===== config.mk =====
export PLATFORM = sky130hd
export DESIGN_NAME = name_hash_slot_assigner_flat
export DESIGN_NICKNAME = d
export VERILOG_FILES = /design/src/sv/nhsa_pkg.sv /design/src/sv/nhsa_if.sv /design/src/sv/nhsa_hash_unit.sv /design/src/sv/nhsa_rem_unit.sv /design/src/sv/name_hash_slot_assigner.sv /design/src/flat_wrapper.sv
export VERILOG_INCLUDE_DIRS = /design/src /design/src/sv
export SDC_FILE = /design/constraint.sdc
export NUM_CORES = 1
export LEC_CHECK = 0
export ABC_AREA = 1
export BUFFER_PORTS_ARGS = -buffer_cell sky130_fd_sc_hd__buf_2
export CAP_MARGIN = 10
export CORE_UTILIZATION = 65
export DETAILED_ROUTE_END_ITERATION = 10
export GPL_TIMING_DRIVEN = 0
export PLACE_DENSITY = 0.9
export SETUP_SLACK_MARGIN = 0.05
export SLEW_MARGIN = 20
export SYNTH_ARGS = -nofsm -noshare
export SYNTH_HDL_FRONTEND = slang
export SYNTH_SLANG_ARGS = --single-unit

===== constraint.sdc =====
create_clock -name clk -period 6.5 [get_ports clk]
set_clock_uncertainty 0.05 [all_clocks]
set_input_delay 0.65 -clock clk [delete_from_list [all_inputs] [get_ports clk]]
set_output_delay 0.65 -clock clk [all_outputs]
set_load 0.02 [all_outputs]

===== src/sv/name_hash_slot_assigner_defines.svh =====
// ----------------------------------------------------------------------------
// Name hash slot assigner assertion macros
// Concurrent assertion wrappers. They compile away when SYNTHESIS is defined.
// ----------------------------------------------------------------------------
`ifndef NAME_HASH_SLOT_ASSIGNER_DEFINES_SVH
`define NAME_HASH_SLOT_ASSIGNER_DEFINES_SVH

`ifndef SYNTHESIS
// Same-cycle implication: when pre holds, post must hold on the same edge.
`define NHSA_ASSERT_IMP(lbl, clk, rst_n, pre, post) \
	lbl: assert property (@(posedge clk) disable iff (!rst_n) (pre) |-> (post)) \
		else $error("nhsa assertion failed");
// Next-cycle implication: when pre holds, post must hold on the next edge.
`define NHSA_ASSERT_NXT(lbl, clk, rst_n, pre, post) \
	lbl: assert property (@(posedge clk) disable iff (!rst_n) (pre) |=> (post)) \
		else $error("nhsa assertion failed");
`else
`define NHSA_ASSERT_IMP(lbl, clk, rst_n, pre, post)
`define NHSA_ASSERT_NXT(lbl, clk, rst_n, pre, post)
`endif

`endif


===== src/sv/nhsa_pkg.sv =====
// ----------------------------------------------------------------------------
// Name hash slot assigner package
// Shared constants, state encoding and control structs.
// ----------------------------------------------------------------------------
package nhsa_pkg;

	localparam int MAX_SLOTS = 32;
	localparam int SLOT_W    = 5;
	localparam int SIZE_W    = 6;
	localparam int HASH_W    = 32;
	localparam int CNT_W     = 6;

	localparam logic [HASH_W-1:0] HASH_BASIS = 32'd2166136261;
	localparam logic [HASH_W-1:0] HASH_PRIME = 32'd16777619;

	localparam logic [7:0] CHAR_SLASH     = 8'h2F;
	localparam logic [7:0] CHAR_BACKSLASH = 8'h5C;
	localparam logic [7:0] CHAR_UPPER_A   = 8'h41;
	localparam logic [7:0] CHAR_UPPER_Z   = 8'h5A;
	localparam logic [7:0] CASE_OFFSET    = 8'h20;

	localparam logic FUNC_BYTE  = 1'b0;
	localparam logic FUNC_CLEAR = 1'b1;

	localparam logic REG_PALETTE_SIZE = 1'b0;
	localparam logic REG_SEQ_MODE     = 1'b1;

	localparam logic [SIZE_W-1:0] PALETTE_SIZE_RST = 6'd20;

	typedef enum logic [2:0] {
		ST_IDLE,
		ST_POS_MOD,
		ST_HASH_MOD,
		ST_PROBE,
		ST_FINISH
	} nhsa_state_t;

	typedef struct packed {
		logic              start;
		logic [CNT_W-1:0]  steps;
		logic [HASH_W-1:0] dividend;
	} rem_ctrl_t;

	typedef struct packed {
		logic              busy;
		logic [SLOT_W-1:0] rem;
	} rem_stat_t;

	// A programmed size of zero behaves as one, anything above the slot count as the maximum.
	function automatic logic [SIZE_W-1:0] eff_size(input logic [SIZE_W-1:0] raw);
		logic [SIZE_W-1:0] s;
		s = raw;
		if (s == '0)
			s = SIZE_W'(1);
		if (s > SIZE_W'(MAX_SLOTS))
			s = SIZE_W'(MAX_SLOTS);
		return s;
	endfunction

endpackage


===== src/sv/nhsa_if.sv =====
// ----------------------------------------------------------------------------
// Name hash slot assigner channel interfaces
// Valid/ready channels for name bytes, slot results and register writes.
// ----------------------------------------------------------------------------
interface nhsa_item_if;
	logic       valid;
	logic       ready;
	logic       func;
	logic [7:0] name_byte;
	logic       last_byte;

	modport source (output valid, func, name_byte, last_byte, input ready);
	modport sink   (input valid, func, name_byte, last_byte, output ready);
endinterface

interface nhsa_result_if;
	logic       valid;
	logic       ready;
	logic [4:0] slot;
	logic       reused;

	modport source (output valid, slot, reused, input ready);
	modport sink   (input valid, slot, reused, output ready);
endinterface

interface nhsa_cfg_if;
	logic       valid;
	logic       ready;
	logic       index;
	logic [5:0] data;

	modport source (output valid, index, data, input ready);
	modport sink   (input valid, index, data, output ready);
endinterface


===== src/sv/nhsa_hash_unit.sv =====
// ----------------------------------------------------------------------------
// Name hash unit
// Running FNV-1a hash over lowercased bytes; separators restart the base name.
// ----------------------------------------------------------------------------
module nhsa_hash_unit
	import nhsa_pkg::*;
(
	input  logic              clk,
	input  logic              arst_n,
	input  logic              byte_en,
	input  logic [7:0]        name_byte,
	input  logic              restart,
	output logic [HASH_W-1:0] hash
);

	logic [HASH_W-1:0] hash_q;
	logic [HASH_W-1:0] hash_d;
	logic [7:0]        folded;
	logic [HASH_W-1:0] mixed;

	always_comb begin
		folded = name_byte;
		if (name_byte inside {[CHAR_UPPER_A:CHAR_UPPER_Z]})
			folded = name_byte + CASE_OFFSET;
		mixed = hash_q ^ {{(HASH_W-8){1'b0}}, folded};
		if (name_byte == CHAR_SLASH || name_byte == CHAR_BACKSLASH)
			hash_d = HASH_BASIS;
		else
			hash_d = HASH_W'(mixed * HASH_PRIME);
	end

	always_ff @(posedge clk or negedge arst_n) begin
		if (!arst_n) begin
			hash_q <= HASH_BASIS;
		end else if (restart) begin
			hash_q <= HASH_BASIS;
		end else if (byte_en) begin
			hash_q <= hash_d;
		end
	end

	assign hash = hash_q;

endmodule


===== src/sv/nhsa_rem_unit.sv =====
// ----------------------------------------------------------------------------
// Remainder unit
// Shared restoring remainder engine, one dividend bit per cycle.
// ----------------------------------------------------------------------------
module nhsa_rem_unit
	import nhsa_pkg::*;
(
	input  logic              clk,
	input  logic              arst_n,
	input  rem_ctrl_t         ctrl,
	input  logic [SIZE_W-1:0] divisor,
	output rem_stat_t         stat
);

	logic [HASH_W-1:0] shift_q;
	logic [SLOT_W-1:0] rem_q;
	logic [CNT_W-1:0]  cnt_q;
	logic [SIZE_W-1:0] trial;
	logic [SIZE_W-1:0] reduced;

	// The remainder stays below the divisor, so the shifted trial value fits six bits.
	always_comb begin
		trial   = {rem_q, shift_q[HASH_W-1]};
		reduced = (trial >= divisor) ? (trial - divisor) : trial;
	end

	always_ff @(posedge clk or negedge arst_n) begin
		if (!arst_n) begin
			cnt_q <= '0;
		end else if (ctrl.start) begin
			cnt_q <= ctrl.steps;
		end else if (cnt_q != '0) begin
			cnt_q <= cnt_q - CNT_W'(1);
		end
	end

	always_ff @(posedge clk) begin
		if (ctrl.start) begin
			shift_q <= ctrl.dividend;
			rem_q   <= '0;
		end else if (cnt_q != '0) begin
			shift_q <= {shift_q[HASH_W-2:0], 1'b0};
			rem_q   <= reduced[SLOT_W-1:0];
		end
	end

	assign stat.busy = (cnt_q != '0);
	assign stat.rem  = rem_q;

endmodule


===== src/sv/name_hash_slot_assigner.sv =====
// A name byte without the last mark is taken one byte per cycle while the block is idle.
// A last byte starts a run position reduction and, in stable mode, a hash reduction and a
// probe of 1 to size slots, which is skipped when the palette is exhausted.
// Both reductions use the shared bit-serial remainder unit: 5 steps, then 32 steps.
// Reset clears the hash to the offset basis, empties the run and restores size 20, stable mode.
// ----------------------------------------------------------------------------
// Name hash slot assigner
// Hashes file base names and hands out palette slots, stable or in run order.
// ----------------------------------------------------------------------------
module name_hash_slot_assigner
	import nhsa_pkg::*;
(
	input  logic          clk,
	input  logic          arst_n,
	nhsa_cfg_if.sink      cfg,
	nhsa_item_if.sink     item,
	nhsa_result_if.source result
);

`include "name_hash_slot_assigner_defines.svh"

	// Configuration registers. Writes are always accepted.
	logic [SIZE_W-1:0] palette_size_q;
	logic              seq_mode_q;
	logic [SIZE_W-1:0] size_eff;

	// Run state: the taken bitmap is a row of flip-flops so a clear is immediate.
	logic [MAX_SLOTS-1:0] taken_q;
	logic [SIZE_W-1:0]    placed_q;
	logic [SLOT_W-1:0]    run_pos_q;

	// Per-name working registers.
	logic [SLOT_W-1:0] pos_q;
	logic [SLOT_W-1:0] want_q;
	logic [SLOT_W-1:0] cand_q;
	logic [SLOT_W-1:0] probe_cnt_q;
	logic [SLOT_W-1:0] slot_q;
	logic              reused_q;

	// Output register, which lets the next name start while a result waits.
	logic              res_valid_q;
	logic [SLOT_W-1:0] res_slot_q;
	logic              res_reused_q;

	nhsa_state_t state_q;
	nhsa_state_t state_d;

	logic              item_acc;
	logic              byte_acc;
	logic              clear_acc;
	logic              out_free;
	logic              finish_go;
	logic              hash_restart;
	logic [HASH_W-1:0] hash;
	rem_ctrl_t         rem_ctrl;
	rem_stat_t         rem_stat;
	logic              cand_free;
	logic              probe_last;
	logic [SLOT_W-1:0] cand_next;
	logic [SLOT_W-1:0] pos_next;
	logic              exhausted;

	assign size_eff = eff_size(palette_size_q);

	assign cfg.ready  = 1'b1;
	assign item.ready = (state_q == ST_IDLE);

	assign item_acc  = item.valid && item.ready;
	assign byte_acc  = item_acc && (item.func == FUNC_BYTE);
	assign clear_acc = item_acc && (item.func == FUNC_CLEAR);
	assign out_free  = !res_valid_q || result.ready;
	assign finish_go = (state_q == ST_FINISH) && out_free;

	// The hash starts over after every finished name and on a run clear.
	assign hash_restart = finish_go || clear_acc;

	// Probing walks forward one slot a cycle and wraps at the effective size.
	assign cand_free  = !taken_q[cand_q];
	assign probe_last = (({1'b0, probe_cnt_q} + SIZE_W'(1)) == size_eff);
	assign cand_next  = (({1'b0, cand_q} + SIZE_W'(1)) == size_eff) ? '0 : cand_q + SLOT_W'(1);
	assign pos_next   = (({1'b0, pos_q} + SIZE_W'(1)) == size_eff) ? '0 : pos_q + SLOT_W'(1);
	assign exhausted  = (placed_q >= size_eff);

	nhsa_hash_unit u_hash (
		.clk       (clk),
		.arst_n    (arst_n),
		.byte_en   (byte_acc),
		.name_byte (item.name_byte),
		.restart   (hash_restart),
		.hash      (hash)
	);

	nhsa_rem_unit u_rem (
		.clk     (clk),
		.arst_n  (arst_n),
		.ctrl    (rem_ctrl),
		.divisor (size_eff),
		.stat    (rem_stat)
	);

	always_ff @(posedge clk or negedge arst_n) begin
		if (!arst_n) begin
			state_q <= ST_IDLE;
		end else begin
			state_q <= state_d;
		end
	end

	// Sequencer. On the last byte the run position is reduced first, since the
	// size may have changed since it was stored. In stable mode the hash is then
	// reduced and, unless the palette is exhausted, the bitmap is probed.
	always_comb begin
		state_d           = state_q;
		rem_ctrl.start    = 1'b0;
		rem_ctrl.steps    = '0;
		rem_ctrl.dividend = '0;
		case (state_q)
			ST_IDLE: begin
				if (byte_acc && item.last_byte) begin
					rem_ctrl.start    = 1'b1;
					rem_ctrl.steps    = CNT_W'(SLOT_W);
					rem_ctrl.dividend = {run_pos_q, {(HASH_W-SLOT_W){1'b0}}};
					state_d           = ST_POS_MOD;
				end
			end
			ST_POS_MOD: begin
				if (!rem_stat.busy) begin
					if (seq_mode_q) begin
						state_d = ST_FINISH;
					end else begin
						rem_ctrl.start    = 1'b1;
						rem_ctrl.steps    = CNT_W'(HASH_W);
						rem_ctrl.dividend = hash;
						state_d           = ST_HASH_MOD;
					end
				end
			end
			ST_HASH_MOD: begin
				if (!rem_stat.busy)
					state_d = exhausted ? ST_FINISH : ST_PROBE;
			end
			ST_PROBE: begin
				if (cand_free || probe_last)
					state_d = ST_FINISH;
			end
			ST_FINISH: begin
				if (out_free)
					state_d = ST_IDLE;
			end
			default: begin
				state_d = ST_IDLE;
			end
		endcase
	end

	// Configuration and run state.
	always_ff @(posedge clk or negedge arst_n) begin
		if (!arst_n) begin
			palette_size_q <= PALETTE_SIZE_RST;
			seq_mode_q     <= 1'b0;
			taken_q        <= '0;
			placed_q       <= '0;
			run_pos_q      <= '0;
		end else begin
			if (cfg.valid && cfg.ready) begin
				case (cfg.index)
					REG_PALETTE_SIZE: palette_size_q <= cfg.data;
					REG_SEQ_MODE:     seq_mode_q     <= cfg.data[0];
					default:          palette_size_q <= palette_size_q;
				endcase
			end
			if (clear_acc) begin
				taken_q   <= '0;
				placed_q  <= '0;
				run_pos_q <= '0;
			end
			if (state_q == ST_PROBE) begin
				if (cand_free) begin
					taken_q[cand_q] <= 1'b1;
					placed_q        <= placed_q + SIZE_W'(1);
				end else if (probe_last) begin
					// The size shrank under a partly filled run: mark it exhausted.
					placed_q <= size_eff;
				end
			end
			if (finish_go)
				run_pos_q <= pos_next;
		end
	end

	// Per-name working registers; each is loaded before it is used.
	always_ff @(posedge clk) begin
		case (state_q)
			ST_POS_MOD: begin
				if (!rem_stat.busy) begin
					pos_q    <= rem_stat.rem;
					slot_q   <= rem_stat.rem;
					reused_q <= 1'b0;
				end
			end
			ST_HASH_MOD: begin
				if (!rem_stat.busy) begin
					want_q      <= rem_stat.rem;
					cand_q      <= rem_stat.rem;
					slot_q      <= rem_stat.rem;
					probe_cnt_q <= '0;
					reused_q    <= exhausted;
				end
			end
			ST_PROBE: begin
				if (cand_free) begin
					slot_q <= cand_q;
				end else if (probe_last) begin
					slot_q   <= want_q;
					reused_q <= 1'b1;
				end else begin
					cand_q      <= cand_next;
					probe_cnt_q <= probe_cnt_q + SLOT_W'(1);
				end
			end
			default: begin
				pos_q <= pos_q;
			end
		endcase
	end

	// Output word register.
	always_ff @(posedge clk or negedge arst_n) begin
		if (!arst_n) begin
			res_valid_q <= 1'b0;
		end else if (finish_go) begin
			res_valid_q <= 1'b1;
		end else if (result.ready) begin
			res_valid_q <= 1'b0;
		end
	end

	always_ff @(posedge clk) begin
		if (finish_go) begin
			res_slot_q   <= slot_q;
			res_reused_q <= reused_q;
		end
	end

	assign result.valid  = res_valid_q;
	assign result.slot   = res_slot_q;
	assign result.reused = res_reused_q;

	// A waiting result always names a slot inside the current palette.
	`NHSA_ASSERT_IMP(a_slot_in_range, clk, arst_n, res_valid_q, {1'b0, res_slot_q} < size_eff)
	// Sequential mode never reports reuse.
	`NHSA_ASSERT_IMP(a_seq_no_reuse, clk, arst_n, res_valid_q && seq_mode_q, !res_reused_q)
	// A clear word empties the run on the next edge.
	`NHSA_ASSERT_NXT(a_clear_empties, clk, arst_n, clear_acc, taken_q == '0 && placed_q == '0)
	// The probe never walks past the palette.
	`NHSA_ASSERT_IMP(a_probe_bound, clk, arst_n, state_q == ST_PROBE, {1'b0, probe_cnt_q} < size_eff)

endmodule

===== src/flat_wrapper.sv =====
// flat-port wrapper written by rule: the top's interface ports become plain ports
module name_hash_slot_assigner_flat import nhsa_pkg::*;
  (clk, arst_n, cfg_valid, cfg_index, cfg_data, cfg_ready, item_valid, item_func, item_name_byte, item_last_byte, item_ready, result_valid, result_slot, result_reused, result_ready);
  nhsa_cfg_if cfg_i ();
  nhsa_item_if item_i ();
  nhsa_result_if result_i ();
  input  logic clk;
  input  logic arst_n;
  input wire logic [$bits(cfg_i.valid)-1:0] cfg_valid;
  input wire logic [$bits(cfg_i.index)-1:0] cfg_index;
  input wire logic [$bits(cfg_i.data)-1:0] cfg_data;
  output wire logic [$bits(cfg_i.ready)-1:0] cfg_ready;
  input wire logic [$bits(item_i.valid)-1:0] item_valid;
  input wire logic [$bits(item_i.func)-1:0] item_func;
  input wire logic [$bits(item_i.name_byte)-1:0] item_name_byte;
  input wire logic [$bits(item_i.last_byte)-1:0] item_last_byte;
  output wire logic [$bits(item_i.ready)-1:0] item_ready;
  output wire logic [$bits(result_i.valid)-1:0] result_valid;
  output wire logic [$bits(result_i.slot)-1:0] result_slot;
  output wire logic [$bits(result_i.reused)-1:0] result_reused;
  input wire logic [$bits(result_i.ready)-1:0] result_ready;
  assign cfg_i.valid = cfg_valid;
  assign cfg_i.index = cfg_index;
  assign cfg_i.data = cfg_data;
  assign cfg_ready = cfg_i.ready;
  assign item_i.valid = item_valid;
  assign item_i.func = item_func;
  assign item_i.name_byte = item_name_byte;
  assign item_i.last_byte = item_last_byte;
  assign item_ready = item_i.ready;
  assign result_valid = result_i.valid;
  assign result_slot = result_i.slot;
  assign result_reused = result_i.reused;
  assign result_i.ready = result_ready;
  name_hash_slot_assigner u_core (.clk(clk), .arst_n(arst_n), .cfg(cfg_i), .item(item_i), .result(result_i));
endmodule

==> reports/results.ini <==
[worst_setup_path]
worst-endpoint-arrival_ns=6.28
crit_path_most_repeated_cell=nand2_1
path_class=reg -> reg
worst_path_dominant_cell_family=adder cells
crit_slowest_cell=dfstp_2
critPathMaxFanout=7
critical_path.n_buffers_inverters=4
worst-endpoint-required_ns=6.82
startpoint_type=flip-flop
critPathMaxStageDelay_ns=0.56
critPathCaptureType=flip-flop
path_cells=xor2_1 -> inv_1 -> nand2_1 -> nand2_1 -> ha_1 -> ha_1 -> fa_1 -> ha_1 -> fa_1 -> ha_1 -> inv_1 -> fa_1 -> inv_1 -> ha_1 -> nand2_1 -> nor2_1 -> nand2_1 -> o21ai_0 -> a21oi_1 -> nand2_1 -> nand3_1 -> nand2_1 -> inv_1

[yosys]
netlist.top_cell.by_area=ha_1
synth.top_cells.by_count=inv_1, nand2_1, ha_1
synth_most_common_cell=inv_1
synthesized_area_per_cell_um2=8.29
synth_largest_type_area_fraction=0.177
register_area_share_after_synthesis=0.298
synth.top_cells.by_area=ha_1, edfxtp_1, dfrtp_1
ys_async_sr_fraction=0.571
synthesis.yosys.warnings=0
synth_nets=2065
synth_seq_cells=161
post_synth_instance_area_um2=14600
synth_cell_type_count=58
netlist_instances=1761
synth_edf_count=64
flip_flop_cell_with_the_highest_count_after_synthesis=dfrtp_1

[timing]
grt_setup_unrepaired=false
worst_slew_margin_rel=0.266
fmaxAchievable_mhz=168
report.final.hold_viol_count=0
finalCritPeriodShare=0.918
final_max_slew_viol_count=0
timing.final.crit_period_ns=5.97
worst_slew_pin_slew_ns=1.10
report.final.setup_viol=0

[place]
place_congestion=1.01
placedInstanceArea_um2=15100
io_buffers=29
dp_hpwl_um=28800

[clock_tree]
cts_sink_cnt=161
clk_pin_slew_ns=0.07
max_buffers_root_to_sink=2
cts_root_buf=clkbuf_16
tritoncts=done
cts_hold_buffers=0
clk-insertion-delay-late_ns=0.44
htreeDepth=4
number_of_clock_buffers_inserted_by_tritoncts=17

[die]
num_rows=54
io_pins=31
die_outline_width_um=152
fp.dieH_um=152
initial_core_util=0.667
core_um2=21900
fp.dieArea_um2=23100

[route]
vias=12300
antenna_left=0
post_drt_via_cell_ratio=5.85
detail_route.wl_per_cell_um=17.5
detailedRoute.firstPassIterationCount=6
drcViolationCount=0
route.final.wire_length_um=36900
drt_first_iter_violations=1018

[min_path]
min-delay-path-class=in -> async

[finish]
layout.cell_area.non_filler_um2=15700
n_antenna_cell=0
n_fill_cell=1524
fin_nets=2118
syn2layout_area_growth_pct=7.78
drive_gt1_frac=0.0930

[global_route]
first_global_vias=12600
grt_overflow=0
globalRouteTotalUtil=0.332
antenna_found_initial=0
grt_pass1_wl_um=60900
grt_max_degree=49

[outcome]
run_status=completed

[job]
cap_violations=0

[sequential cells by signal (all words and copies together), names as in the netlist, 6 cells and up]
signal	cells
u_core.placed_q	6
u_core.u_hash.hash	32
u_core.palette_size_q	6
u_core.u_rem.cnt_q	6
u_core.u_rem.shift_q	32
u_core.taken_q	32
[cells by family after synthesis]
kind of cell               synth area share
and+or+nand+nor                       0.180
buffers and inverters                 0.109
adders and majority gates             0.280
AOI/OAI and AO/OA                     0.107
DFF                                   0.298
xor gates and xnor gates             0.0245
other                              0.000257
muxes                              0.000772
[final timing paths]
path                                       start                     end  slack (ns)  cells after the start
max                        u_core.u_hash.hash[7]  u_core.u_hash.hash[20]        0.53                     23
min                                       arst_n       u_core.taken_q[9]        0.10                      1
max reg2reg                u_core.u_hash.hash[7]  u_core.u_hash.hash[20]        0.53                     23
min reg2reg                     u_core.slot_q[1]   u_core.result.slot[1]        0.37                      0
max in group asynchronous                 arst_n  u_core.u_hash.hash[19]        5.63                      2
min in group clk                u_core.slot_q[1]   u_core.result.slot[1]        0.37                      0
[layer usage]
layer  wire [µm]  vias to the layer above  global-route usage
met3        2370                      157              0.0496
li1            -                     5776                   -
met5           0                        -                   0
met2       18400                      565               0.595
met4        2220                        0               0.184
met1       13900                     5820               0.380
[cell usage in the layout, fill, tap and decap left out, drive strengths merged, types with 6 or more instances in the layout]
cell,count
inv,377
edfxtp,64
nand4,15
o211ai,10
nand2,365
dfrtp,76
o21ai,126
a21o,6
buf,50
xor2,29
nor2,134
nand3,77
a21oi,67
ha,207
fa,75
clkbuf,38
o22ai,13
dfstp,16
a22o,7
xnor2,11
nor3,14
[cell type report]
class                      count  area (µm²)  area share
multi-input combinational   1197        8670       0.551
buffer                        30         193      0.0123
tap                          280         350      0.0223
clock inverter                 8        47.5     0.00302
clock buffer                  24         513      0.0326
timing repair buffer          34         209      0.0133
sequential                   161        4340       0.276
inverter                     373        1410      0.0893
[worst register-to-register path, cell delays in order, from the launching register on]
cell     delay (ns)
dfstp_2        0.56
xor2_1         0.21
inv_1          0.06
nand2_1        0.07
nand2_1        0.36
ha_1           0.45
ha_1           0.31
fa_1           0.48
ha_1           0.23
fa_1           0.52
ha_1           0.32
inv_1          0.07
fa_1           0.53
inv_1          0.04
ha_1           0.37
nand2_1        0.14
nor2_1         0.21
nand2_1        0.07
o21ai_0        0.42
a21oi_1        0.13
nand2_1        0.08
nand3_1        0.11
nand2_1        0.08
inv_1          0.04
[timing repair]
| action | CTS | global route |
|---|---|---|
| pin swaps | 0 | 1 |
| endpoints found under the setup margin | 1 | 7 |
| buffers inserted | 0 | 4 |
| resized for setup | 1 | 1 |
[per-stage QoR]
stage / utilization / setup slack (ns) / hold WS (ns) / TNS, ns / cells
after detailed placement: 0.691 / -0.421 / 0.359 / -4.47 / 2071
after floorplan: - / 0.914 / 0.304 / 0 / 1761
after global routing: 0.718 / 0.200 / 0.136 / 0 / 2107
after CTS: 0.717 / 0.318 / 0.116 / 0 / 2103
after global placement: 0.689 / -0.272 / 0.352 / -1.99 / 2070
final: 0.718 / 0.534 / 0.102 / 0 / 2107
Power is not shown: default switching activity piles up to over one toggle a cycle in this logic, so the estimate is an artifact.
